**config.mk**
```make
export PLATFORM = sky130hd
export DESIGN_NAME = pcw_regs
export DESIGN_NICKNAME = d
export VERILOG_FILES = /design/src/rtl/pcw_pkg.sv /design/src/rtl/pcw_regs.sv
export SDC_FILE = /design/constraint.sdc
export NUM_CORES = 1
export LEC_CHECK = 0
export BUFFER_PORTS_ARGS = -buffer_cell sky130_fd_sc_hd__buf_4
export CAP_MARGIN = 0
export CORE_ASPECT_RATIO = 0.6
export CORE_MARGIN = 5
export CORE_UTILIZATION = 28
export DETAILED_ROUTE_END_ITERATION = 7
export GPL_TIMING_DRIVEN = 0
export HOLD_SLACK_MARGIN = 0.03
export MAX_ROUTING_LAYER = met4
export PLACE_DENSITY_LB_ADDON = 0.05
export SKIP_LAST_GASP = 1
export SLEW_MARGIN = 20
export SYNTH_ARGS = -nofsm -noshare
export SYNTH_HDL_FRONTEND = slang
export SYNTH_SLANG_ARGS = --single-unit
```
**constraint.sdc**
```tcl
create_clock -name clk -period 13 [get_ports clk]
set_input_delay 2.6 -clock clk [delete_from_list [all_inputs] [get_ports clk]]
set_output_delay 2.6 -clock clk [all_outputs]
set_load 0.005 [all_outputs]
```
**src/rtl/pcw_pkg.sv**
```systemverilog
// ----------------------------------------------------------------------------
// pcw_pkg: shared types and constants for the periodic cell wrap block
// Fixed-point formats, register map and the sideband that travels with
// every item through the pipeline.
// ----------------------------------------------------------------------------
package pcw_pkg;

  localparam int COORD_WIDTH = 32;
  localparam int COEF_WIDTH  = 21;
  localparam int TAG_WIDTH   = 16;
  localparam int NUM_AXES    = 3;

  localparam int COORD_FRAC = COORD_WIDTH / 2;
  localparam int INV_FRAC   = COEF_WIDTH - 1;
  localparam int CELL_FRAC  = (COEF_WIDTH - 1) / 2;
  localparam int S_FRAC     = COORD_FRAC + INV_FRAC;
  localparam int BACK_SHIFT = S_FRAC + CELL_FRAC - COORD_FRAC;

  // Forward map widths.
  localparam int FWD_PROD_WIDTH = COEF_WIDTH + COORD_WIDTH;
  localparam int FWD_SUM_WIDTH  = FWD_PROD_WIDTH + 2;
  localparam int SCALED_WIDTH   = FWD_SUM_WIDTH + 1;

  // Back map: the scaled value is split into an unsigned low half and a
  // signed high half so that each multiplier stays narrow.
  localparam int S_LO_WIDTH      = SCALED_WIDTH / 2;
  localparam int S_HI_WIDTH      = SCALED_WIDTH - S_LO_WIDTH;
  localparam int LO_PROD_WIDTH   = COEF_WIDTH + S_LO_WIDTH + 1;
  localparam int HI_PROD_WIDTH   = COEF_WIDTH + S_HI_WIDTH;
  localparam int BACK_PROD_WIDTH = COEF_WIDTH + SCALED_WIDTH;
  localparam int BACK_SUM_WIDTH  = BACK_PROD_WIDTH + 2;
  localparam int SHIFTED_WIDTH   = BACK_SUM_WIDTH - BACK_SHIFT;

  // Register map.
  localparam int REG_WIDTH     = 3 * COEF_WIDTH;
  localparam int NUM_REGS      = 6;
  localparam int PADDR_WIDTH   = 6;
  localparam int PDATA_WIDTH   = 64;
  localparam int REG_ADDR_LSB  = 3;
  localparam int REG_IDX_WIDTH = PADDR_WIDTH - REG_ADDR_LSB;

  localparam logic [REG_IDX_WIDTH-1:0] REG_CELL_A = REG_IDX_WIDTH'(0);
  localparam logic [REG_IDX_WIDTH-1:0] REG_CELL_B = REG_IDX_WIDTH'(1);
  localparam logic [REG_IDX_WIDTH-1:0] REG_CELL_C = REG_IDX_WIDTH'(2);
  localparam logic [REG_IDX_WIDTH-1:0] REG_INV_A  = REG_IDX_WIDTH'(3);
  localparam logic [REG_IDX_WIDTH-1:0] REG_INV_B  = REG_IDX_WIDTH'(4);
  localparam logic [REG_IDX_WIDTH-1:0] REG_INV_C  = REG_IDX_WIDTH'(5);

  localparam logic signed [SCALED_WIDTH-1:0] S_ONE  = SCALED_WIDTH'(64'sd1 <<< S_FRAC);
  localparam logic signed [SCALED_WIDTH-1:0] S_HALF = S_ONE >>> 1;

  localparam logic signed [COORD_WIDTH-1:0] COORD_MAX = {1'b0, {(COORD_WIDTH-1){1'b1}}};
  localparam logic signed [COORD_WIDTH-1:0] COORD_MIN = {1'b1, {(COORD_WIDTH-1){1'b0}}};

  localparam logic MODE_POSITION     = 1'b0;
  localparam logic MODE_DISPLACEMENT = 1'b1;

  typedef logic [REG_WIDTH-1:0]             reg_word_t;
  typedef logic [2:0][REG_WIDTH-1:0]        row_set_t;
  typedef logic signed [COORD_WIDTH-1:0]    coord_t;
  typedef logic signed [SCALED_WIDTH-1:0]   scaled_t;

  typedef struct packed {
    logic                 mode;
    logic [TAG_WIDTH-1:0] tag;
  } side_t;

  // Component k of a packed register word, two's complement.
  function automatic logic signed [COEF_WIDTH-1:0] coef(input reg_word_t word, input int k);
    return word[k*COEF_WIDTH +: COEF_WIDTH];
  endfunction

endpackage

```
**src/rtl/pcw_regs.sv**
```systemverilog
// ----------------------------------------------------------------------------
// pcw_regs: configuration register file
// Six 63-bit matrix rows on an APB-style port, 64-bit data, 8-byte stride.
// ----------------------------------------------------------------------------
module pcw_regs (
  input  logic                                clk,
  input  logic                                rst,
  input  logic                                psel,
  input  logic                                penable,
  input  logic                                pwrite,
  input  logic [pcw_pkg::PADDR_WIDTH-1:0]     paddr,
  input  logic [pcw_pkg::PDATA_WIDTH-1:0]     pwdata,
  output logic [pcw_pkg::PDATA_WIDTH-1:0]     prdata,
  output logic                                pready,
  output pcw_pkg::row_set_t                   cell_rows,
  output pcw_pkg::row_set_t                   inv_rows
);

  pcw_pkg::reg_word_t                      regs [pcw_pkg::NUM_REGS];
  logic [pcw_pkg::REG_IDX_WIDTH-1:0]       idx;
  logic                                    idx_ok;
  logic                                    wr_en;

  assign pready = 1'b1;
  assign idx    = paddr[pcw_pkg::PADDR_WIDTH-1:pcw_pkg::REG_ADDR_LSB];
  assign idx_ok = (idx <= pcw_pkg::REG_INV_C);
  assign wr_en  = psel && penable && pwrite && pready;

  always_ff @(posedge clk) begin
    if (rst) begin
      for (int i = 0; i < pcw_pkg::NUM_REGS; i++) begin
        regs[i] <= '0;
      end
    end else if (wr_en && idx_ok) begin
      regs[idx] <= pwdata[pcw_pkg::REG_WIDTH-1:0];
    end
  end

  always_comb begin
    prdata = '0;
    if (idx_ok) begin
      prdata = pcw_pkg::PDATA_WIDTH'(regs[idx]);
    end
  end

  assign cell_rows[0] = regs[pcw_pkg::REG_CELL_A];
  assign cell_rows[1] = regs[pcw_pkg::REG_CELL_B];
  assign cell_rows[2] = regs[pcw_pkg::REG_CELL_C];
  assign inv_rows[0]  = regs[pcw_pkg::REG_INV_A];
  assign inv_rows[1]  = regs[pcw_pkg::REG_INV_B];
  assign inv_rows[2]  = regs[pcw_pkg::REG_INV_C];

endmodule

```
==> impl_summary.txt <==
----------------------------------------------------
[Timing]
  Final hold slack ... 2340 ps
  Max Freq ... 135 MHz
  Unrepaired setup endpoints after global routing ... false
  Total count of max-transition violations in the final report ... 0
  Setup ws final ... 5610 ps
  Final worst path period share ... 56.9%
  Final critical-path required period ... 7390 ps
  Final hold viol count ... 0
  Rel. slew slack ... 31.8%
  Count of endpoints failing setup in the final report ... 0
  Measured slew at the worst slew-check pin ... 1020 ps

[Critical path]
  Worst setup SP type ... input pin
  Worst-path fanout max ... 10
  CP endpoint kind ... primary output
  Path type of the worst setup path ... in -> out
  Data arrival time of the worst path ... 4790 ps
  Worst EP required ... 10,400 ps

[Floorplan]
  Die extent in y ... 202 um
  Die area ... 0.0669 mm^2
  Floorplan Core Area ... 0.0610 mm^2
  Initial core utilization ... 28.3%
  Boundary Pins ... 518
  Chip Width ... 331 um
  Total number of placement rows ... 70

[Logic synthesis]
  Synthesized area divided by synthesized cell count ... 14.2 um^2
  Count of distinct cell types in the synthesized netlist ... 30
  Synthesized Nets ... 1,295
  Async set-reset flop share out of synthesis ... 0%
  Synth top area cells ... sky130_fd_sc_hd__edfxtp_1 66%, sky130_fd_sc_hd__and2_1 9.5%, sky130_fd_sc_hd__mux2i_1 7.3%, sky130_fd_sc_hd__mux2_2 4.1%, sky130_fd_sc_hd__o221ai_1 3.2%
  Dominant cell by count in the synthesized netlist ... sky130_fd_sc_hd__edfxtp_1
  Compound-cell area share of the yosys netlist ... 3.47%
  Number of standard cells after synthesis ... 1,220
  Combinational family with the most area after synthesis ... simple AND/OR/NAND/NOR gates
  Synthesized-area fraction occupied by and/or/nand/nor cells ... 16.0%
  Mux cell area share after synthesis ... 11.4%
  Top-area cell type share of the netlist area ... 65.7%
  Synth Cell Area ... 0.0173 mm^2
  Synth area leader ... sky130_fd_sc_hd__edfxtp_1
  Synth warn ... 0
  Adder-cell area share of the yosys netlist ... 0%
  Cell types with the highest counts after synthesis ... 378 x sky130_fd_sc_hd__edfxtp_1, 261 x sky130_fd_sc_hd__and2_1, 126 x sky130_fd_sc_hd__mux2i_1
  Portion of the post-synthesis area used by sequential elements ... 65.7%
  Top_reg_cell synth ... sky130_fd_sc_hd__edfxtp_1
  Register bit total from synthesis ... 378
  Synth Area in XOR/XNOR ... 0%
  Number of enable flip-flop cells after synthesis ... 378

[Place]
  Number of I/O port buffers ... 509
  GP Congestion ... 0.792
  Placement Setup Slack ... 5630 ps
  HPWL after DPL ... 54,600 um
  Post-DP Area ... 0.0226 mm^2

[Pwr]
  Internal portion of total power ... 2.27 mW
  P_leak ... 9.84 nW
  Reported net switching power ... 772 uW
  Power per standard cell area ... 127 mW/mm^2
  Clock share of power ... 39.1%
  Logic gate share of total power ... 13.0%
  Proportion of power drawn by flip-flops and latches ... 48.0%
  Share of total power consumed by net switching ... 25.4%
  Maximum vdd drop ... 0.0000928 V
  Post-route total power ... 3.04 mW

[CTS]
  Clock sink count ... 378
  PostCTS Resize Cnt ... 0
  Postcts setup bufs ... 0
  Htree depth ... 2
  Maximum clock path buffer count ... 3
  Clock edge transition at the registers on the reported setup and hold paths ... 60 ps
  # hold bufs at CTS ... 0
  Number of buffers added by the clock tree synthesis step ... 42
  CTS tree ... yes
  CTS root buf ... sky130_fd_sc_hd__clkbuf_16

[Cells and area]
  Max FFs per register ... 378
  Net count, final ... 1,885
  Area of all placed cells without fillers ... 0.0239 mm^2
  Registers with the most flip-flops ... regs x378
  Biggest register ... regs
  Fraction of final layout cells with drive strength greater than 1 ... 40.2%
  Final core utilization ... 39.2%
  Area growth, synth to finish ... 38.5%

[GRT]
  Sum of overflow across all layers after global routing ... 0
  Number of global-route vias before repair ... 13,200
  Wire length of the first global-routing pass ... 103,000 um
  Initial antenna violation count ... 3
  Maximum number of pins on one net before global-route repair ... 33
  Global router's overall resource usage ... 22.2%

[Routing]
  Top Layer Used ... met4
  Via count ... 12,700
  Initial DRT Pass Iterations ... 5
  Drc violations ... 0
  Number of vias per cell ... 4.74
  Number of DRC violations after detailed-routing iteration 0 ... 916
  Met3 wire len ... 4200 um
  Post-Route WL ... 74,200 um
  Wirelength per Cell ... 27.8 um
  Residual antenna-violating net count after detailed routing ... 0
  Wire length on met2 ... 35,200 um
  M1 WL ... 33,500 um

[Status]
  Outcome ... finished clean

[Run]
  Maximum capacitance violations ... 0

[Hold path]
  Hold Path Class ... in -> reg

----------------------------------------------------
## metal layers
metal | track usage [%] | up-vias
met5 | - | -
met4 | 4.38 | 0
met3 | 4.31 | 82
met2 | 35.3 | 381
met1 | 29.7 | 6449
li1 | - | 5749
## power groups by stage
stage | Clock [mW] | Sequential (mW) | Combinational, mW
floorplan | 0 | 1.48 | 0.124
global placement | 0 | 1.50 | 0.386
detailed placement | 0 | 1.48 | 0.402
CTS | 1.21 | 1.46 | 0.403
global route | 1.26 | 1.46 | 0.421
finish | 1.19 | 1.46 | 0.394
## cells in the final DEF (no fill, tap or decap), types with 4 or more instances in the layout
| master | synthesis | routed |
|---|---|---|
| sky130_fd_sc_hd__and2_1 | 261 | 261 |
| sky130_fd_sc_hd__and3_1 | 63 | 63 |
| sky130_fd_sc_hd__buf_2 | 32 | 42 |
| sky130_fd_sc_hd__buf_4 | 10 | 523 |
| sky130_fd_sc_hd__buf_6 | 1 | 14 |
| sky130_fd_sc_hd__buf_8 | 0 | 7 |
| sky130_fd_sc_hd__clkbuf_1 | 41 | 47 |
| sky130_fd_sc_hd__clkbuf_16 | 0 | 45 |
| sky130_fd_sc_hd__clkbuf_2 | 12 | 12 |
| sky130_fd_sc_hd__clkinv_1 | 0 | 8 |
| sky130_fd_sc_hd__clkinv_2 | 0 | 11 |
| sky130_fd_sc_hd__diode_2 | 0 | 4 |
| sky130_fd_sc_hd__edfxtp_1 | 378 | 378 |
| sky130_fd_sc_hd__inv_1 | 26 | 26 |
| sky130_fd_sc_hd__mux2_2 | 63 | 63 |
| sky130_fd_sc_hd__mux2i_1 | 126 | 126 |
| sky130_fd_sc_hd__nand2_1 | 67 | 67 |
| sky130_fd_sc_hd__nor3_1 | 4 | 4 |
| sky130_fd_sc_hd__nor4_1 | 50 | 50 |
| sky130_fd_sc_hd__o221ai_1 | 63 | 63 |
## final timing paths
check  startpoint     endpoint  slack [ps]  cells after the start
max      paddr[4]   prdata[59]        5610                      6
min    pwdata[17]  regs[2][17]        2340                      2
## stage by stage
step,setup TNS [ps],cells
2_1_floorplan,0,1220
3_3_place_gp,-603240,2557
3_5_place_dp,0,2594
4_1_cts,0,2669
5_1_grt,0,2671
6_report,0,2673
## area by class of cell
class                      count  area [um^2]
antenna                        4         10.0
buffer                        99          475
clock buffer                  51         1150
clock inverter                24          173
fill                        5969        37000
inverter                      27          101
multi-input combinational    716         5400
sequential                   378        11400
tap                          828         1040
timing repair buffer         546         4230
## kinds of logic (layout without fill, tap and decap cells)
kind of cell    count (synthesis)  in the layout
buf+inv                       126            747
compound gates                 68             68
flops                         378            378
other cells                     2              6
simple gates                  457            457
mux                           189            189
## critical path, stage by stage
cell                       delay (ps)
sky130_fd_sc_hd__buf_4            160
sky130_fd_sc_hd__nand2b_1         120
sky130_fd_sc_hd__clkbuf_1         640
sky130_fd_sc_hd__clkbuf_1         780
sky130_fd_sc_hd__o221ai_1         270
sky130_fd_sc_hd__buf_4            210
Note: power is estimated with default switching activity, not from simulation.
